`config.mk`:
```
export PLATFORM = sky130hd
export DESIGN_NAME = scaled_mul_div_round_unit
export DESIGN_NICKNAME = d
export VERILOG_FILES = /design/src/hdl/smdr_pkg.sv /design/src/hdl/smdr_dp.sv /design/src/hdl/smdr_ctrl.sv /design/src/hdl/scaled_mul_div_round_unit.sv
export SDC_FILE = /design/constraint.sdc
export NUM_CORES = 2
export LEC_CHECK = 0
export ABC_AREA = 1
export BUFFER_PORTS_ARGS = -buffer_cell sky130_fd_sc_hd__buf_2
export CORE_MARGIN = 4
export CORE_UTILIZATION = 40
export DETAILED_ROUTE_END_ITERATION = 7
export SETUP_SLACK_MARGIN = 0.02
export SLEW_MARGIN = 20
export SYNTH_ARGS = -nofsm -noshare
export SYNTH_HDL_FRONTEND = slang
export SYNTH_SLANG_ARGS = --single-unit
```
`constraint.sdc`:
```
create_clock -name clk_i -period 20.8 [get_ports clk_i]
set_input_delay 1.04 -clock clk_i [delete_from_list [all_inputs] [get_ports clk_i]]
set_output_delay 1.04 -clock clk_i [all_outputs]
set_load 0.05 [all_outputs]
```
`src/hdl/smdr_pkg.sv`:
```
package smdr_pkg;

  localparam int unsigned ValueW = 64;
  localparam int unsigned WordW  = 32;
  localparam int unsigned ProdW  = ValueW + WordW;
  localparam int unsigned InW    = ValueW + 2 * WordW;
  localparam int unsigned UserW  = 2;
  localparam int unsigned DivSteps = ProdW;
  localparam int unsigned CntW   = $clog2(DivSteps);

  typedef struct packed {
    logic load;
    logic mul_lo;
    logic mul_hi;
    logic mul_acc;
    logic div_step;
    logic res_ld;
  } smdr_cmd_t;

  typedef struct packed {
    logic div_zero;
  } smdr_sts_t;

endpackage

```
`src/hdl/smdr_dp.sv`:
```
module smdr_dp
  import smdr_pkg::*;
(
  input  logic              clk_i,
  input  logic              rst_ni,
  input  smdr_cmd_t         cmd_i,
  output smdr_sts_t         sts_o,
  input  logic [InW-1:0]    in_data_i,
  output logic [ValueW-1:0] scaled_o,
  output logic              div_zero_o,
  output logic              overflow_o
);

  logic [ValueW-1:0]   value_q;
  logic [WordW-1:0]    mult_q;
  logic [WordW-1:0]    div_q;
  logic [2*WordW-1:0]  mprod_q;
  logic [ProdW-1:0]    prod_q;
  logic [WordW-1:0]    rem_q;
  logic [ValueW-1:0]   scaled_q;
  logic                dbz_q;
  logic                ovf_q;

  logic [WordW-1:0]    mul_a;
  logic [2*WordW-1:0]  mul_p;
  logic [WordW:0]      trial;
  logic [WordW-1:0]    diff;
  logic                q_bit;
  logic                round_up;
  logic [ValueW-1:0]   low_inc;
  logic                carry;

  assign mul_a = cmd_i.mul_hi ? value_q[ValueW-1:WordW] : value_q[WordW-1:0];
  assign mul_p = mul_a * mult_q;

  // restoring step: shift one product bit into the remainder
  assign trial = {rem_q, prod_q[ProdW-1]};
  assign diff  = trial[WordW-1:0] - div_q;
  assign q_bit = (trial >= {1'b0, div_q});

  assign round_up = ({rem_q, 1'b0} > {1'b0, div_q});
  assign low_inc  = prod_q[ValueW-1:0] + {{(ValueW-1){1'b0}}, round_up};
  assign carry    = round_up && (&prod_q[ValueW-1:0]);

  always_ff @(posedge clk_i) begin
    if (cmd_i.load) begin
      value_q <= in_data_i[ValueW-1:0];
      mult_q  <= in_data_i[ValueW+WordW-1:ValueW];
      div_q   <= in_data_i[InW-1:ValueW+WordW];
    end
    if (cmd_i.mul_lo || cmd_i.mul_hi) begin
      mprod_q <= mul_p;
    end
    if (cmd_i.mul_hi) begin
      prod_q <= {{(ProdW-2*WordW){1'b0}}, mprod_q};
    end else if (cmd_i.mul_acc) begin
      prod_q <= prod_q + {mprod_q, {WordW{1'b0}}};
      rem_q  <= '0;
    end else if (cmd_i.div_step) begin
      prod_q <= {prod_q[ProdW-2:0], q_bit};
      rem_q  <= q_bit ? diff : trial[WordW-1:0];
    end
    if (cmd_i.res_ld) begin
      if (div_q == '0) begin
        scaled_q <= '0;
        dbz_q    <= 1'b1;
        ovf_q    <= 1'b0;
      end else begin
        scaled_q <= low_inc;
        dbz_q    <= 1'b0;
        ovf_q    <= (|prod_q[ProdW-1:ValueW]) || carry;
      end
    end
  end

  assign sts_o.div_zero = (div_q == '0);
  assign scaled_o   = scaled_q;
  assign div_zero_o = dbz_q;
  assign overflow_o = ovf_q;

  a_zero_result: assert property (@(posedge clk_i) disable iff (!rst_ni)
    (cmd_i.res_ld && div_q == '0) |=> (dbz_q && scaled_q == '0 && !ovf_q))
    else $error("zero divisor result wrong");

  a_rem_below_div: assert property (@(posedge clk_i) disable iff (!rst_ni)
    $past(cmd_i.div_step) |-> (rem_q < div_q))
    else $error("remainder not below divisor");

endmodule

```
`src/hdl/smdr_ctrl.sv`:
```
module smdr_ctrl
  import smdr_pkg::*;
(
  input  logic      clk_i,
  input  logic      rst_ni,
  input  logic      in_valid_i,
  output logic      in_ready_o,
  output logic      out_valid_o,
  input  logic      out_ready_i,
  output smdr_cmd_t cmd_o,
  input  smdr_sts_t sts_i
);

  localparam logic [2:0] StIdle  = 3'd0;
  localparam logic [2:0] StMul0  = 3'd1;
  localparam logic [2:0] StMul1  = 3'd2;
  localparam logic [2:0] StMul2  = 3'd3;
  localparam logic [2:0] StDiv   = 3'd4;
  localparam logic [2:0] StRound = 3'd5;

  logic [2:0]      state_q, state_d;
  logic [CntW-1:0] cnt_q, cnt_d;
  logic            ovalid_q, ovalid_d;
  logic            out_free;

  assign out_free = !ovalid_q || out_ready_i;

  always_comb begin
    state_d  = state_q;
    cnt_d    = cnt_q;
    ovalid_d = ovalid_q && !out_ready_i;
    cmd_o    = '0;
    case (state_q)
      StIdle: begin
        if (in_valid_i) begin
          cmd_o.load = 1'b1;
          state_d    = StMul0;
        end
      end
      StMul0: begin
        if (sts_i.div_zero) begin
          state_d = StRound;
        end else begin
          cmd_o.mul_lo = 1'b1;
          state_d      = StMul1;
        end
      end
      StMul1: begin
        cmd_o.mul_hi = 1'b1;
        state_d      = StMul2;
      end
      StMul2: begin
        cmd_o.mul_acc = 1'b1;
        cnt_d         = '0;
        state_d       = StDiv;
      end
      StDiv: begin
        cmd_o.div_step = 1'b1;
        cnt_d          = cnt_q + 1'b1;
        if (cnt_q == CntW'(DivSteps - 1)) begin
          state_d = StRound;
        end
      end
      StRound: begin
        if (out_free) begin
          cmd_o.res_ld = 1'b1;
          ovalid_d     = 1'b1;
          state_d      = StIdle;
        end
      end
      default: begin
        state_d = StIdle;
      end
    endcase
  end

  always_ff @(posedge clk_i or negedge rst_ni) begin
    if (!rst_ni) begin
      state_q  <= StIdle;
      cnt_q    <= '0;
      ovalid_q <= 1'b0;
    end else begin
      state_q  <= state_d;
      cnt_q    <= cnt_d;
      ovalid_q <= ovalid_d;
    end
  end

  assign in_ready_o  = (state_q == StIdle);
  assign out_valid_o = ovalid_q;

  a_res_no_clobber: assert property (@(posedge clk_i) disable iff (!rst_ni)
    cmd_o.res_ld |-> out_free)
    else $error("result loaded over a pending transfer");

  a_div_count: assert property (@(posedge clk_i) disable iff (!rst_ni)
    (state_q == StDiv) |-> (cnt_q < CntW'(DivSteps)))
    else $error("divide step count overrun");

  a_accept_start: assert property (@(posedge clk_i) disable iff (!rst_ni)
    (in_valid_i && in_ready_o) |=> (state_q == StMul0))
    else $error("accepted item did not start");

endmodule

```
`src/hdl/scaled_mul_div_round_unit.sv`:
```
// Computes round(value * multiplier / divisor) over the full 96-bit product, rounding up
// only when twice the remainder exceeds the divisor (ties round down). scaled carries the
// low 64 bits; overflow flags a rounded quotient of 2^64 or more; a zero divisor returns
// scaled = 0 with divide_by_zero set. One item is processed at a time: with a nonzero
// divisor the low and high multiplies on the shared 32x32 multiplier, an accumulate step,
// the one-bit-per-cycle restoring divider and a rounding step follow an input transfer
// before the idle state takes the next; a zero divisor skips the multiplies and divider.
// The result sits in an output register, so the next input transfer may occur while it
// waits to be taken; the following result then waits in the rounding state until it is.
module scaled_mul_div_round_unit
  import smdr_pkg::*;
(
  input  logic              clk_i,
  input  logic              rst_ni,
  input  logic              s_axis_tvalid_i,
  output logic              s_axis_tready_o,
  input  logic [InW-1:0]    s_axis_tdata_i,   // value[63:0], multiplier[95:64], divisor[127:96]
  output logic              m_axis_tvalid_o,
  input  logic              m_axis_tready_i,
  output logic [ValueW-1:0] m_axis_tdata_o,   // scaled[63:0]
  output logic [UserW-1:0]  m_axis_tuser_o    // divide_by_zero[0], overflow[1]
);

  smdr_cmd_t cmd;
  smdr_sts_t sts;
  logic      dbz;
  logic      ovf;

  smdr_ctrl u_ctrl (
    .clk_i       (clk_i),
    .rst_ni      (rst_ni),
    .in_valid_i  (s_axis_tvalid_i),
    .in_ready_o  (s_axis_tready_o),
    .out_valid_o (m_axis_tvalid_o),
    .out_ready_i (m_axis_tready_i),
    .cmd_o       (cmd),
    .sts_i       (sts)
  );

  smdr_dp u_dp (
    .clk_i      (clk_i),
    .rst_ni     (rst_ni),
    .cmd_i      (cmd),
    .sts_o      (sts),
    .in_data_i  (s_axis_tdata_i),
    .scaled_o   (m_axis_tdata_o),
    .div_zero_o (dbz),
    .overflow_o (ovf)
  );

  assign m_axis_tuser_o = {ovf, dbz};

endmodule
```
=== Word level (Yosys, flattened, before mapping) ===
Cells that the tools add are included.

* Word-level logic and storage cells: 70
* Output and inout bits: 68
* Register bits: 397
* Input bits: 132

* Bitwise logic cells: 1
* Equal/unequal tests: 9
* Mux-type cells: 24
* Magnitude comparators: 2
* Reduce and logical (&&, ||, !) cells: 16
* Add/sub/neg operators: 4
* $mul: 1

{| class="wikitable"
|+ Operators by type and width
! kind !! number
|-
| $mux 96 || 2
|-
| $add 96x96->96 || 1
|-
| $mux 32 || 3
|-
| $add 64x1->64 || 1
|-
| $mul 32x32->64 || 1
|-
| $mux 64 || 1
|-
| $reduce_and 64->1 || 1
|-
| $ge 33x32->1 || 1
|-
| $gt 33x32->1 || 1
|-
| $logic_not 32->1 || 1
|-
| $reduce_or 32->1 || 1
|-
| $sub 32x32->32 || 1
|-
| $pmux 3 s6 || 1
|-
| $pmux 7 s2 || 1
|-
| $mux 1 || 12
|-
| $mux 3 || 4
|-
| $add 7x1->7 const B || 1
|-
| $eq 7x7->1 const B || 1
|-
| $eq 3x2->1 const B || 2
|-
| $eq 3x3->1 const B || 2
|-
| $ne 2x1->1 const B || 2
|-
| $reduce_bool 2->1 || 2
|-
| $eq 3x1->1 const B || 1
|-
| $logic_not 3->1 || 1
|-
| 8 further kinds || 12
|}

=== Depth between registers and ports, before layout ===
* Word-level depth: 5
* Depth in mapped cells: 38
* Mapped depth without buffers: 36

=== Hierarchy ===
From an unflattened synthesis, not the netlist that was laid out.

* Cells, all modules: 7320
* Area total of the unflattened synthesis: 57755.4 µm²

{| class="wikitable"
|+ By module, submodules not included
! module !! sequential area each (µm²) !! cells each !! area each (µm²) !! instances
|-
| smdr_dp || 11270.8 || 7238 || 57113.5 || 1
|-
| smdr_ctrl || 275.3 || 80 || 626.9 || 1
|-
| scaled_mul_div_round_unit || 0.0 || 2 || 15.0 || 1
|}

=== Least setup slack after synthesis ===
No wires, ideal clock.

* Kind: register -> register
* From: register u_ctrl.state_q[0]
* To: register u_dp.div_q[0], enable pin
* Slack: 13419 ps
* Period minus slack after synthesis: 7381 ps
* Library setup time: 617 ps
* Arrival: 6763 ps
* Cell stages (with the launch flop): 6
* Cell sequence: dfrtp_1 -> nor2_1 -> inv_1 -> nor2_1 -> inv_1 -> nor2_1

{| class="wikitable"
|+ RTL lines
! element !! RTL line !! source
|-
| start: declaration || smdr_ctrl.sv:21 || <nowiki>logic [2:0] state_q, state_d;</nowiki>
|-
| start signal: assignment || smdr_ctrl.sv:79 || <nowiki>state_q <= StIdle;</nowiki>
|-
| start signal: assignment || smdr_ctrl.sv:83 || <nowiki>state_q <= state_d;</nowiki>
|-
| end signal: assignment || smdr_dp.sv:49 || <nowiki>div_q <= in_data_i[InW-1:ValueW+WordW];</nowiki>
|-
| end: declaration || smdr_dp.sv:16 || <nowiki>logic [WordW-1:0] div_q;</nowiki>
|}

=== Worst setup path after layout ===
* From: register u_ctrl.state_q[2]
* To: register u_dp.mprod_q[52], data pin

* Word-level cells in the longest chain between the ends: 4

{| class="wikitable"
|+ RTL lines
! element !! RTL line !! source
|-
| $eq 3x2->1 || smdr_ctrl.sv:33 || <nowiki>case (state_q)</nowiki>
|-
| $mux 1 || smdr_ctrl.sv:33 ||
|-
| $mux 32 || smdr_dp.sv:33 || <nowiki>assign mul_a = cmd_i.mul_hi ? value_q[ValueW-1:WordW] : value_q[WordW-1:0];</nowiki>
|-
| $mul 32x32->64 || smdr_dp.sv:34 || <nowiki>assign mul_p = mul_a * mult_q;</nowiki>
|-
| named net u_dp.mul_p[52] || smdr_dp.sv:25 || <nowiki>logic [2*WordW-1:0] mul_p;</nowiki>
|-
| end signal: assignment || smdr_dp.sv:52 || <nowiki>mprod_q <= mul_p;</nowiki>
|-
| end: declaration || smdr_dp.sv:17 || <nowiki>logic [2*WordW-1:0] mprod_q;</nowiki>
|}

The timed path passes the listed nets, and every way through them passes these cells.
A chain may end at the register's enable or synchronous reset.

==> impl_results.md <==
- Most numerous cell on the critical path: sky130_fd_sc_hd__fa_1
- Crit path arrival time: between 10 and 15 ns
- Max-cap violations: 0
- Global-route usage over all layers: 0.274
- Full die area: between 150000 and 200000 µm²
- Number of instances resized during post-cts repair: 0
- Clock tree from TritonCTS: built
- Number of storage elements in the synthesis netlist: about 400
- CP Max Fanout: 44
- Number of hold-repair buffers added at the cts stage: 0
- Setup slack of the most critical reg-to-reg path: roughly 9.4 ns
- Unrepaired setup endpoints after global routing: no
- Via count of the first global-routing pass: 50300
- Number of unique standard cell types used by synthesis: 62
- Sequential fraction of the synthesis area: 0.199
- Post-CTS setup buffer count: 0
- Sum of buffers and inverters on the critical path: 9
- Area growth from synthesis to layout: 8.00%
- Post-route fraction of the period consumed by the critical path: 0.547
- Last weighted congestion value of the routability-driven placer: a little over 1
- DR vias/cell: about 5.2
- Slew HR: 0.224
- Clock-pin slew of the registers on the worst-case setup and hold paths: 0.07 ns
- Row Count: between 100 and 150
- Type of the worst setup path: reg -> reg
- Clock Tree Root: sky130_fd_sc_hd__clkbuf_16
- Fill cell instance count of the final layout: 14600
- Total wire length after detailed routing: between 200000 and 250000 µm
- Die Wd: 389 µm
- Number of max-slew violations in the final report: 0
- First-pass GRT wire length: 310000 µm
- Crit path launch type: flip-flop
- Global route total overflow: 0
- Net count of the finished layout: between 8000 and 9000
- Final Setup Violations: 0
- Number of clock sinks: 397
- Setup tns final: 0 ns
- Mean cell area of the mapped netlist: around 7.9 µm²
- Final routed DRC violation total: 0
- I/O pin cnt: 200
- Hold/Removal Path Class: in -> async
- Num CTS Buffers: just under 50
- Area of the mapped netlist: roughly 58000 µm²
- Placed wire-length estimate after detailed placement: roughly 170000 µm
- Outcome: finished, final reports clean
- Critical path's top delay family: adder cells
- Required time worst endpoint: between 20 and 25 ns
- Final Hold Viols: 0
- Later-pin clock latency in the skew report: approximately 0.66 ns
- Iteration-0 DRC count of the detailed router: 4086
- Ys Warns: 0
- Tmin final: roughly 11 ns
- Net Count, Synth: ~8700
- Instance count of the mapped netlist: between 7000 and 8000
- Fmax: between 80 and 90 MHz
- Depth of the CTS H-tree: 2
- Delay of the slowest cell on the worst path: about 0.80 ns
- Critical Path Sink Type: flip-flop
- Total number of vias: between 40000 and 50000
- Fraction of layout cells with a size suffix above 1: 0.0653
- Port-buffer cells: just under 200
- Crit path max-delay cell type: sky130_fd_sc_hd__clkinv_1
- Initial standard-cell utilization of the core: 0.403
- Chip Height: 389 µm
- Area inside the core boundary: 144000 µm²
- Residual antenna-violating net count after detailed routing: 0
- Final hold slack: ~0.25 ns
- Clock Skew: approximately 0.021 ns
- Maximum number of pins on one net before global-route repair: between 60 and 70
- Slew at the pin closest to its max-slew limit: roughly 1.2 ns
- Routed wirelength normalized by instance count: approximately 22 µm
- Max clock buf depth: 3
- Initial antenna violation count: 1
- Number of detailed-routing iterations run before antenna repair: 8
layer usage:
layer / GRT usage / vias to the layer above / wire, µm
li1: - / 22300 / -
met1: 0.342 / 24000 / 81000
met2: 0.455 / 2244 / 96200
met3: 0.0517 / 519 / 17700
met4: 0.139 / 0 / 13000
met5: 0 / - / 0
sequential cells by signal, indices dropped and copies added (netlist names), 3 cells and up:
| name | flops |
|---|---|
| u_ctrl.cnt_q | 7 |
| u_ctrl.state_q | 3 |
| u_dp.div_q | 32 |
| u_dp.prod_q | 96 |
| u_dp.scaled_o | 64 |
| u_dp.mprod_q | 64 |
| u_dp.mult_q | 32 |
| u_dp.rem_q | 32 |
| u_dp.value_q | 64 |
final timing paths:
path | end | from | cells after the start
setup / recovery | u_dp.mprod_q[52] | u_ctrl.state_q[2] | 31
hold / removal | u_ctrl.cnt_q[2] | rst_ni | 1
setup reg to reg | u_dp.mprod_q[52] | u_ctrl.state_q[2] | 31
hold reg to reg | u_ctrl.cnt_q[3] | u_ctrl.cnt_q[3] | 1
max in group asynchronous | u_ctrl.cnt_q[0] | rst_ni | 1
min in group clk_i | u_ctrl.cnt_q[3] | u_ctrl.cnt_q[3] | 1
synth_stat cells, drive strengths merged:
| master | number | area share |
|---|---|---|
| nand2 | 1728 | 0.11 |
| inv | 1581 | 0.10 |
| nor2 | 1110 | 0.073 |
| fa | 898 | 0.31 |
| ha | 361 | 0.078 |
| edfxtp | 354 | 0.18 |
| o21ai | 220 | 0.021 |
| a21oi | 212 | 0.018 |
| nand3 | 194 | 0.017 |
| clkbuf | 128 | 0.0085 |
| buf | 98 | 0.0094 |
| nor3 | 73 | 0.0070 |
| nand4 | 59 | 0.0067 |
| xor2 | 55 | 0.0083 |
| or2 | 45 | 0.0049 |
| xnor2 | 35 | 0.0053 |
| nor4 | 33 | 0.0036 |
| dfxtp | 32 | 0.011 |
| o21bai | 17 | 0.0022 |
| a22oi | 14 | 0.0018 |
| a21o | 13 | 0.0017 |
| dfrtp | 11 | 0.0047 |
| o211ai | 11 | 0.0014 |
| o21a | 10 | 0.0013 |
| and2 | 7 | 0.00076 |
| nor3b | 7 | 0.00099 |
| a31oi | 6 | 0.00065 |
| and3 | 6 | 0.00065 |
| a21boi | 5 | 0.00065 |
| nand3b | 5 | 0.00065 |
| a22o | 4 | 0.00063 |
| clkinv | 4 | 0.00026 |
| a211oi | 1 | 0.00013 |
| a32o | 1 | 0.00017 |
| o211a | 1 | 0.00017 |
| o22ai | 1 | 0.00011 |
| o31a | 1 | 0.00015 |
cell families (layout without fill, tap and decap cells):
kind of cell / Yosys count / in the layout / synth area share
AND/OR/NAND/NOR: 3267 / 3267 / 0.228
buffers and inverters: 1811 / 1947 / 0.121
adder cells (fa/ha/maj): 1259 / 1259 / 0.388
AO/OA/AOI/OAI: 517 / 517 / 0.0507
flip-flops: 397 / 397 / 0.199
XOR/XNOR: 90 / 90 / 0.0136
other: 0 / 1 / 0
cells in the final DEF (no fill, tap or decap), types with 10 or more instances in the layout:
| cell type | n |
|---|---|
| sky130_fd_sc_hd__nand2_1 | 1721 |
| sky130_fd_sc_hd__inv_1 | 1555 |
| sky130_fd_sc_hd__nor2_1 | 1093 |
| sky130_fd_sc_hd__fa_1 | 898 |
| sky130_fd_sc_hd__ha_1 | 361 |
| sky130_fd_sc_hd__edfxtp_1 | 354 |
| sky130_fd_sc_hd__a21oi_1 | 210 |
| sky130_fd_sc_hd__buf_2 | 199 |
| sky130_fd_sc_hd__nand3_1 | 192 |
| sky130_fd_sc_hd__o21ai_0 | 172 |
| sky130_fd_sc_hd__buf_4 | 75 |
| sky130_fd_sc_hd__nor3_1 | 69 |
| sky130_fd_sc_hd__nand4_1 | 57 |
| sky130_fd_sc_hd__xor2_1 | 55 |
| sky130_fd_sc_hd__clkbuf_16 | 49 |
| sky130_fd_sc_hd__or2_2 | 43 |
| sky130_fd_sc_hd__xnor2_1 | 35 |
| sky130_fd_sc_hd__nor4_1 | 33 |
| sky130_fd_sc_hd__dfxtp_1 | 32 |
| sky130_fd_sc_hd__o21ai_2 | 26 |
| sky130_fd_sc_hd__inv_2 | 25 |
| sky130_fd_sc_hd__o21bai_1 | 17 |
| sky130_fd_sc_hd__o21ai_1 | 16 |
| sky130_fd_sc_hd__a22oi_1 | 14 |
| sky130_fd_sc_hd__a21o_1 | 13 |
| sky130_fd_sc_hd__o211ai_1 | 11 |
| sky130_fd_sc_hd__dfrtp_1 | 11 |
| sky130_fd_sc_hd__o21a_1 | 10 |
cell type report:
class	instances	area, µm²	share of cell area
Tap cell	1903	2380	0.0380
Multi-Input combinational cell	5133	39500	0.631
Clock buffer	58	1280	0.0204
Sequential cell	397	11500	0.184
Inverter	1585	5950	0.0951
Antenna cell	1	2.50	0.0000400
Clock inverter	30	387	0.00618
Timing Repair Buffer	274	1560	0.0249
per-stage QoR:
stage | setup slack (ns) | util | instance area, µm² | std cells
finish | 9.43 | 0.435 | 62600 | 9381
global placement | 9.70 | 0.424 | 60900 | 9292
floorplan | 13.42 | - | 58000 | 7341
CTS | 9.58 | 0.435 | 62600 | 9380
detailed placement | 9.56 | 0.424 | 60900 | 9292
global route | 9.03 | 0.435 | 62600 | 9380
Power is not shown: default switching activity piles up to over one toggle a cycle in this logic, so the estimate is an artifact.
